**src/cpu_undocumented_word_alu_macros.svh**
```systemverilog
// Assertion macros used by the word ALU top-level RTL file.
`ifndef CPU_UNDOCUMENTED_WORD_ALU_MACROS_SVH
`define CPU_UNDOCUMENTED_WORD_ALU_MACROS_SVH

// Clocked implication check, disabled while reset is asserted.
`define CUWA_ASSERT_CLK(lbl, prop, msg) \
  lbl: assert property (@(posedge clk_i) disable iff (!rst_ni) (prop)) else $error(msg);

// Check that a condition holds at every clock edge out of reset.
`define CUWA_ASSERT_ALWAYS(lbl, cond, msg) \
  `CUWA_ASSERT_CLK(lbl, 1'b1 |-> (cond), msg)

`endif

```
**src/cuwa_pkg.sv**
```systemverilog
// Types, codes and flag positions for the undocumented word ALU.
package cuwa_pkg;

  typedef enum logic [2:0] {
    CMD_DSUB = 3'd0,
    CMD_ARHL = 3'd1,
    CMD_RDEL = 3'd2,
    CMD_INX  = 3'd3,
    CMD_DCX  = 3'd4
  } cuwa_cmd_e;

  localparam int unsigned FlagS = 7;
  localparam int unsigned FlagZ = 6;
  localparam int unsigned FlagK = 5;
  localparam int unsigned FlagA = 4;
  localparam int unsigned FlagX = 3;
  localparam int unsigned FlagP = 2;
  localparam int unsigned FlagV = 1;
  localparam int unsigned FlagC = 0;

  typedef struct packed {
    logic [2:0]  command;
    logic [15:0] hl_value;
    logic [15:0] bc_value;
    logic [15:0] de_value;
    logic [15:0] step_word;
    logic [7:0]  flags_in;
  } cuwa_req_t;

  typedef struct packed {
    logic [15:0] word_out;
    logic [7:0]  flags_out;
  } cuwa_rsp_t;

endpackage

```
**src/cuwa_in_stage.sv**
```systemverilog
// Input register stage: captures one request per transfer.
module cuwa_in_stage (
  input  logic               clk_i,
  input  logic               rst_ni,
  input  logic               valid_i,
  output logic               stall_o,
  input  cuwa_pkg::cuwa_req_t req_i,
  output logic               valid_o,
  input  logic               advance_i,
  output cuwa_pkg::cuwa_req_t req_o
);

  logic               valid_q, valid_d;
  cuwa_pkg::cuwa_req_t req_q;
  logic               load;

  assign stall_o = valid_q && !advance_i;
  assign load    = valid_i && !stall_o;

  always_comb begin
    valid_d = valid_q;
    if (load) begin
      valid_d = 1'b1;
    end else if (advance_i) begin
      valid_d = 1'b0;
    end
  end

  always_ff @(posedge clk_i or negedge rst_ni) begin
    if (!rst_ni) begin
      valid_q <= 1'b0;
    end else begin
      valid_q <= valid_d;
    end
  end

  always_ff @(posedge clk_i) begin
    if (load) begin
      req_q <= req_i;
    end
  end

  assign valid_o = valid_q;
  assign req_o   = req_q;

endmodule

```
**src/cuwa_exec.sv**
```systemverilog
// Combinational execute logic for the five word operations.
module cuwa_exec (
  input  cuwa_pkg::cuwa_req_t req_i,
  output cuwa_pkg::cuwa_rsp_t rsp_o
);

  logic [16:0] diff;
  logic [11:0] neg_bc;
  logic [12:0] half_sum;
  logic [15:0] word;
  logic [7:0]  flags;

  assign diff     = {1'b0, req_i.hl_value} - {1'b0, req_i.bc_value};
  assign neg_bc   = 12'd0 - req_i.bc_value[11:0];
  assign half_sum = {1'b0, req_i.hl_value[11:0]} + {1'b0, neg_bc};

  always_comb begin
    word  = 16'd0;
    flags = req_i.flags_in;
    case (req_i.command)
      cuwa_pkg::CMD_DSUB: begin
        word                  = diff[15:0];
        flags[cuwa_pkg::FlagC] = diff[16];
        flags[cuwa_pkg::FlagS] = diff[15];
        flags[cuwa_pkg::FlagZ] = (diff[15:0] == 16'd0);
        flags[cuwa_pkg::FlagA] = half_sum[12];
        flags[cuwa_pkg::FlagP] = ~^diff[15:8];
      end
      cuwa_pkg::CMD_ARHL: begin
        word                  = {req_i.hl_value[15], req_i.hl_value[15:1]};
        flags[cuwa_pkg::FlagC] = req_i.hl_value[0];
      end
      cuwa_pkg::CMD_RDEL: begin
        word                  = {req_i.de_value[14:0], req_i.flags_in[cuwa_pkg::FlagC]};
        flags[cuwa_pkg::FlagC] = req_i.de_value[15];
        flags[cuwa_pkg::FlagV] = req_i.de_value[15] ^ req_i.de_value[14];
      end
      cuwa_pkg::CMD_INX: begin
        word                  = req_i.step_word + 16'd1;
        flags[cuwa_pkg::FlagK] = (req_i.step_word == 16'hffff);
      end
      cuwa_pkg::CMD_DCX: begin
        word                  = req_i.step_word - 16'd1;
        flags[cuwa_pkg::FlagK] = (req_i.step_word == 16'h0000);
      end
      default: begin
        word = 16'd0;
      end
    endcase
    flags[cuwa_pkg::FlagX] = 1'b0;
  end

  assign rsp_o.word_out  = word;
  assign rsp_o.flags_out = flags;

endmodule

```
**src/cuwa_out_stage.sv**
```systemverilog
// Result register stage: holds one response until the consumer takes it.
module cuwa_out_stage (
  input  logic               clk_i,
  input  logic               rst_ni,
  input  logic               valid_i,
  output logic               advance_o,
  input  cuwa_pkg::cuwa_rsp_t rsp_i,
  output logic               valid_o,
  input  logic               stall_i,
  output cuwa_pkg::cuwa_rsp_t rsp_o
);

  logic               valid_q, valid_d;
  cuwa_pkg::cuwa_rsp_t rsp_q;

  assign advance_o = !valid_q || !stall_i;

  always_comb begin
    valid_d = valid_q;
    if (advance_o) begin
      valid_d = valid_i;
    end
  end

  always_ff @(posedge clk_i or negedge rst_ni) begin
    if (!rst_ni) begin
      valid_q <= 1'b0;
    end else begin
      valid_q <= valid_d;
    end
  end

  always_ff @(posedge clk_i) begin
    if (advance_o && valid_i) begin
      rsp_q <= rsp_i;
    end
  end

  assign valid_o = valid_q;
  assign rsp_o   = rsp_q;

endmodule

```
**src/cpu_undocumented_word_alu.sv**
```systemverilog
// Top level of the undocumented word ALU: input register, execute, result register.
// An input transfer is captured in the input register, executed, then captured in the result register.
// Throughput: one transfer per cycle while the result is not stalled; only the execute cone lies between them.
// A stalled result holds the result register; the input register refills as soon as it moves.
// Reset clears both valid flags asynchronously; payload registers are not reset.
`include "cpu_undocumented_word_alu_macros.svh"

module cpu_undocumented_word_alu (
  input  logic        clk_i,
  input  logic        rst_ni,
  input  logic        in_valid_i,
  output logic        in_stall_o,
  input  logic [2:0]  command_i,
  input  logic [15:0] hl_value_i,
  input  logic [15:0] bc_value_i,
  input  logic [15:0] de_value_i,
  input  logic [15:0] step_word_i,
  input  logic [7:0]  flags_in_i,
  output logic        out_valid_o,
  input  logic        out_stall_i,
  output logic [15:0] word_out_o,
  output logic [7:0]  flags_out_o
);

  cuwa_pkg::cuwa_req_t req_in, req_s1;
  cuwa_pkg::cuwa_rsp_t rsp_exec, rsp_out;
  logic                s1_valid;
  logic                advance;
  logic                out_held;

  assign req_in.command   = command_i;
  assign req_in.hl_value  = hl_value_i;
  assign req_in.bc_value  = bc_value_i;
  assign req_in.de_value  = de_value_i;
  assign req_in.step_word = step_word_i;
  assign req_in.flags_in  = flags_in_i;

  cuwa_in_stage u_in_stage (
    .clk_i     (clk_i),
    .rst_ni    (rst_ni),
    .valid_i   (in_valid_i),
    .stall_o   (in_stall_o),
    .req_i     (req_in),
    .valid_o   (s1_valid),
    .advance_i (advance),
    .req_o     (req_s1)
  );

  cuwa_exec u_exec (
    .req_i (req_s1),
    .rsp_o (rsp_exec)
  );

  cuwa_out_stage u_out_stage (
    .clk_i     (clk_i),
    .rst_ni    (rst_ni),
    .valid_i   (s1_valid),
    .advance_o (advance),
    .rsp_i     (rsp_exec),
    .valid_o   (out_valid_o),
    .stall_i   (out_stall_i),
    .rsp_o     (rsp_out)
  );

  assign word_out_o  = rsp_out.word_out;
  assign flags_out_o = rsp_out.flags_out;

  assign out_held = out_valid_o && out_stall_i;

  `CUWA_ASSERT_CLK(a_s1_moves_to_out, s1_valid && !out_held |=> out_valid_o, "item not forwarded")
  `CUWA_ASSERT_CLK(a_in_lands_in_s1, in_valid_i && !in_stall_o |=> s1_valid, "transfer lost")
  `CUWA_ASSERT_CLK(a_stall_only_when_full, in_stall_o |-> s1_valid && out_held, "bad stall")
  `CUWA_ASSERT_ALWAYS(a_flag_bit3_zero, !out_valid_o || !flags_out_o[cuwa_pkg::FlagX], "bit 3 set")

endmodule

```
**config.mk**
```make
export PLATFORM = sky130hd
export DESIGN_NAME = cpu_undocumented_word_alu
export DESIGN_NICKNAME = d
export VERILOG_FILES = /design/src/cuwa_pkg.sv /design/src/cuwa_in_stage.sv /design/src/cuwa_exec.sv /design/src/cuwa_out_stage.sv /design/src/cpu_undocumented_word_alu.sv
export VERILOG_INCLUDE_DIRS = /design/src /design/src/src
export SDC_FILE = /design/constraint.sdc
export NUM_CORES = 1
export LEC_CHECK = 0
export ABC_AREA = 1
export BUFFER_PORTS_ARGS = -buffer_cell sky130_fd_sc_hd__buf_4
export CORE_MARGIN = 2
export CORE_UTILIZATION = 30
export DETAILED_ROUTE_END_ITERATION = 10
export GPL_TIMING_DRIVEN = 0
export SLEW_MARGIN = 20
export SYNTH_ARGS = -nofsm -noshare
export SYNTH_HDL_FRONTEND = slang
export SYNTH_SLANG_ARGS = --single-unit
```
**constraint.sdc**
```tcl
create_clock -name clk_i -period 3.22 [get_ports clk_i]
set_input_delay 0.322 -clock clk_i [delete_from_list [all_inputs] [get_ports clk_i]]
set_output_delay 0.322 -clock clk_i [all_outputs]
set_load 0.02 [all_outputs]
```
* Yosys cells after proc, flatten, opt, wreduce, memory -nomap -nowiden
Index checks and enable logic that the tools add are counted.
** Storage, ports and cells
- Bits in registers :: 100
- Logic and storage cells :: 43
- Memory bits (writable) :: 0
- Memory bits (read-only) :: 0
- Bits in latches :: 0
- Memories kept :: 0
** Cells by class
- Multiplexer cells :: 9
- Div/mod/pow operators :: 0
- Shift-type cells :: 0
- Multiply operators :: 0
- Bitwise logic cells :: 1
- Eq/ne operators :: 5
- $add $sub $neg :: 5
- Reductions and logical operators :: 13
- $lt $le $gt $ge :: 0
** Operator list (number)
- $pmux 16 s5 :: 1
- $logic_not 16->1 :: 2
- $sub 16x16->17 :: 1
- $add 16x1->16 const B :: 1
- $eq 16x16->1 const B :: 1
- $sub 16x1->16 const B :: 1
- $add 12x12->13 :: 1
- $sub 1x12->12 const A :: 1
- $reduce_xnor 8->1 :: 1
- $eq 3x2->1 const B :: 2
- $mux 1 :: 5
- $logic_not 1->1 :: 4
- $eq 3x1->1 const B :: 1
- $eq 3x3->1 const B :: 1
- $logic_and 1x1->1 :: 3
- $logic_not 3->1 :: 1
- $pmux 1 s3 :: 1
- $mux 2 :: 1
- $pmux 1 s2 :: 1
- $reduce_bool 2->1 :: 1
- $logic_or 1x1->1 :: 1
- $xor 1x1->1 :: 1

* Logic depth before layout (Yosys ltp)
- Word-level depth :: 7
- Depth in mapped cells :: 18

* Cells and area by module
A second synthesis with hierarchy kept.
** Unflattened totals
- Cell total of the unflattened synthesis :: 665
- Area, all modules :: 6040.8 um^2
** By module, submodules not included
- cuwa_exec :: times used 1, sequential area each 0.0 um^2, area an instance 2969.1 um^2, cells an instance 554
- cuwa_in_stage :: times used 1, sequential area each 2277.2 um^2, area an instance 2309.7 um^2, cells an instance 82
- cuwa_out_stage :: times used 1, sequential area each 745.7 um^2, area an instance 762.0 um^2, cells an instance 29

* Worst setup path before layout
Ideal clock, no wire load.
- Path kind :: register to register
- Start point :: register u_in_stage.req_q, in the netlist u_in_stage.req_o[56]
- End point :: register u_out_stage.rsp_q, in the netlist u_out_stage.rsp_o[2] (data pin)
- Arrival time :: 2.702 ns
- Setup slack :: 0.366 ns
- Cell stages (with the launch flop) :: 15
- Buffers on the path :: 0
- Period minus slack after synthesis :: 2.854 ns
- Cell sequence :: edfxtp_1 -> inv_1 -> ha_1 -> inv_1 -> fa_1 -> nand3_1 -> nand2_1 -> a21boi_0 -> o21ai_0 -> or2_2 -> nand2_1 -> ha_1 -> xor2_1 -> or2_2 -> a31oi_1
** RTL lines
- start, declared :: line cuwa_in_stage.sv:14 : cuwa_pkg::cuwa_req_t req_q;
- start signal, assigned :: line cuwa_in_stage.sv:39 : req_q <= req_i;
- end signal, assigned :: line cuwa_out_stage.sv:35 : rsp_q <= rsp_i;
- end, declared :: line cuwa_out_stage.sv:14 : cuwa_pkg::cuwa_rsp_t rsp_q;

==> PnR_summary.wiki <==
{| class="wikitable"
! Metric !! Value
|-
| Post-synthesis area per instance || 9.33 µm²
|-
| Startpoint class of the critical path || register
|-
| Worst Tran Pin Value || 675 ps
|-
| TritonCTS Sinks || 99
|-
| First-iteration detailed-routing DRC count || 326
|-
| Routed wire length per instance || 14.6 µm
|-
| Wire length of the first global-routing pass || 24.2 mm
|-
| Die X || 145 µm
|-
| Area growth syn-to-layout || 24.7%
|-
| Total length of routed wires || 15.0 mm
|-
| Worst IR drop on VDD || 0.000227 V
|-
| Effective utilization at floorplan || 0.306
|-
| Main flop type after synthesis || edfxtp_1
|-
| Lkg Pwr || 3.22 nW
|-
| Cell Pwr Density || 473 nW/µm²
|-
| Achievable frequency || 335 MHz
|-
| Post-detail-place hpwl || 11.9 mm
|-
| RSZ-0062 raised after global routing || no
|-
| Clock tree from TritonCTS || built
|-
| Nets || 874
|-
| Number of pins with negative max-slew slack in the final report || 0
|-
| Synthesized instance count || 640
|-
| Data arrival at the endpoint of the critical path || 3220 ps
|-
| Remaining global-route overflow || 0
|-
| Post-Place Worst Slack || -29.4 ps
|-
| Post-place instance area || 7130 µm²
|-
| Root Buffer Master || clkbuf_16
|-
| Antenna-violating nets left || 0
|-
| Critical Setup Path Class || register to register
|-
| Number of antenna cells inserted || 0
|-
| Synthesis warning total || 0
|-
| Distinct cell type count after synthesis || 50
|-
| Number of flops mapped to enable cells by yosys || 97
|-
| Final routed DRC violation total || 0
|-
| Share of async-settable or async-resettable flops after synthesis || 0.0202
|-
| Time the final worst path needs with I/O delays and setup || 2980 ps
|-
| Number of max-cap violations || 0
|-
| Required time of the critical path || 3460 ps
|-
| Layout cell share with drive strength beyond 1 || 0.227
|-
| Seq/Total Area, Yosys || 0.496
|-
| Ratio of routed vias to standard cells || 4.56
|-
| Maximum root-to-sink buffer count || 2
|-
| Post-route cell area || 7440 µm²
|-
| Critical path peak fanout || 3
|-
| Port Buffers || 102
|-
| Clock latency at the later pin of the worst-skew pair || 360 ps
|-
| Part of the cycle the worst path needs || 0.927
|-
| CTS buffer count || 9
|-
| Tightest slew margin relative to the limit || 0.548
|-
| Post-synthesis instance area || 5970 µm²
|-
| IO Count || 105
|-
| Vias || 4,686
|-
| Site Rows || 51
|-
| HP Class || input port to register
|-
| Largest net degree at the start of global routing || 45
|-
| Worst path setup slack after routing || 235 ps
|-
| Final hold violation count || 0
|-
| Number of antenna violations at the first check in global routing || 0
|-
| Post-synth net total || 757
|-
| Overall die height || 145 µm
|-
| Tot Pwr || 3.52 mW
|-
| Number of failing setup endpoints in the final timing report || 0
|-
| Number of global-route vias before repair || 4,727
|-
| Initial DRT Pass Iterations || 5
|-
| H-tree level count || 3
|-
| Die area || 21,000 µm²
|-
| Run status || complete, no violations
|-
| Kind of end point of the critical path || register
|-
| Placeable core area || 19,500 µm²
|-
| Global Route Usage Sum || 0.148
|-
| Fin Clk Skew || 8.05 ps
|-
| Final cell utilization of the core || 0.381
|-
| Flops & latches, synth || 99
|-
| Placer congestion estimate || 0.852
|-
| CTS clock-pin slew for the worst setup and hold paths || 70 ps
|}
metrics by stage:
stage | setup TNS (ps) | instances | hold WS [ps]
global route | 0 | 1027 | 105
CTS | 0 | 1026 | 113
finish | 0 | 1027 | 132
global placement | -1390 | 1007 | 106
floorplan | 0 | 640 | 26.4
detailed placement | -41.3 | 1009 | 107
power breakdown:
part	internal (mW)	switching (mW)
clock	0.527	0.493
combinational	0.355	0.510
sequential	1.56	0.0739
Yosys cell counts, types with 3 or more instances:
cell       number  area, µm²
edfxtp_1       97       2910
o21bai_1        4       30.0
a21oi_1        28        140
xor2_1         14        123
nor3_1         11       55.1
inv_1          78        293
nand3_1        50        250
nand2_2        13       81.3
xnor2_1         8       70.1
buf_2           3       15.0
nor2_1         42        158
o21ai_0        24        120
nand3b_1        5       37.5
ha_1           37        463
a31oi_1         3       18.8
nor4_1          4       25.0
or2_2           6       37.5
a22o_1          4       35.0
nand4_1        12       75.1
nand2_4         5       56.3
o2111ai_1       6       52.6
nand2_1       148        556
sequential cells by signal, summed over array words and instances (netlist names):
signal / cells
u_in_stage.req_o: 74
u_in_stage.valid_o: 1
u_out_stage.valid_o: 1
u_out_stage.rsp_o: 23
cell type report:
cell class | instances | area (µm²)
Buffer | 9 | 63.8
Sequential cell | 99 | 2960
Clock inverter | 7 | 52.6
Multi-Input combinational cell | 449 | 2660
Inverter | 83 | 317
Fill cell | 2007 | 12100
Timing Repair Buffer | 106 | 831
Clock buffer | 9 | 225
Tap cell | 265 | 332
layer usage:
layer | up-vias | global-route usage | part of all wire
li1 | 2437 | - | -
met1 | 2122 | 0.190 | 0.46
met2 | 110 | 0.245 | 0.48
met3 | 17 | 0.0428 | 0.043
met4 | 0 | 0.0426 | 0.017
met5 | - | 0 | 0
repair_timing:
| item | 4_1_cts | 5_1_grt |
|---|---|---|
| gates resized for setup | 1 | 6 |
| endpoints found under the hold margin | 2 | 0 |
| hold buffers | 1 | 0 |
| pin swaps | 0 | 1 |
| setup buffers | 0 | 1 |
| setup endpoints to repair | 2 | 2 |
worst paths after layout:
check | start | end | slack (ps) | depth (start not counted)
worst max-delay path | u_in_stage.req_o[56] | u_out_stage.rsp_o[6] | 240 | 17
worst min-delay path | de_value_i[5] | u_in_stage.req_o[29] | 130 | 1
worst max register to register | u_in_stage.req_o[56] | u_out_stage.rsp_o[6] | 240 | 17
worst min register to register | u_in_stage.valid_o | u_out_stage.valid_o | 500 | 2
max in group asynchronous | rst_ni | u_out_stage.valid_o | 2860 | 2
min in group asynchronous | rst_ni | u_in_stage.valid_o | 280 | 2
logic make-up after synthesis:
logic type,share of synthesized area
adders and majority gates,0.0809
AOI/OAI and AO/OA,0.0878
xor gates and xnor gates,0.0377
other,0.000628
DFF,0.496
and+or+nand+nor,0.233
buffers and inverters,0.0633
placed cells by master, fill, tap and decap left out, drive strengths merged, types with 2 or more instances in the layout:
master	instances
nor2	44
a31oi	3
nand3b	5
or2	6
o21ai	26
inv	82
dfrtp	2
nand2	166
ha	37
nor4	4
nand4	12
a22o	4
a21boi	2
o2111ai	6
o31ai	2
xnor2	8
nand3	52
xor2	16
clkinv	4
buf	112
a41oi	2
a21o	2
nor3	12
clkinvlp	4
edfxtp	97
clkbuf	11
o21bai	5
a21oi	28
critical path, stage by stage, from the launching register on:
cell and delay [ps]:
edfxtp_1 410, inv_2 110, ha_1 160, inv_1 80
fa_2 380, nand3_1 130, nand2_2 100, a21boi_2 180
o21ai_1 100, or2_2 300, nand2_1 60, ha_1 130
nand4_1 120, nor4_1 230, nand3_1 100, nor2_1 90
nand3_1 90, nand2_1 70
(Power assumes the default switching activity.)
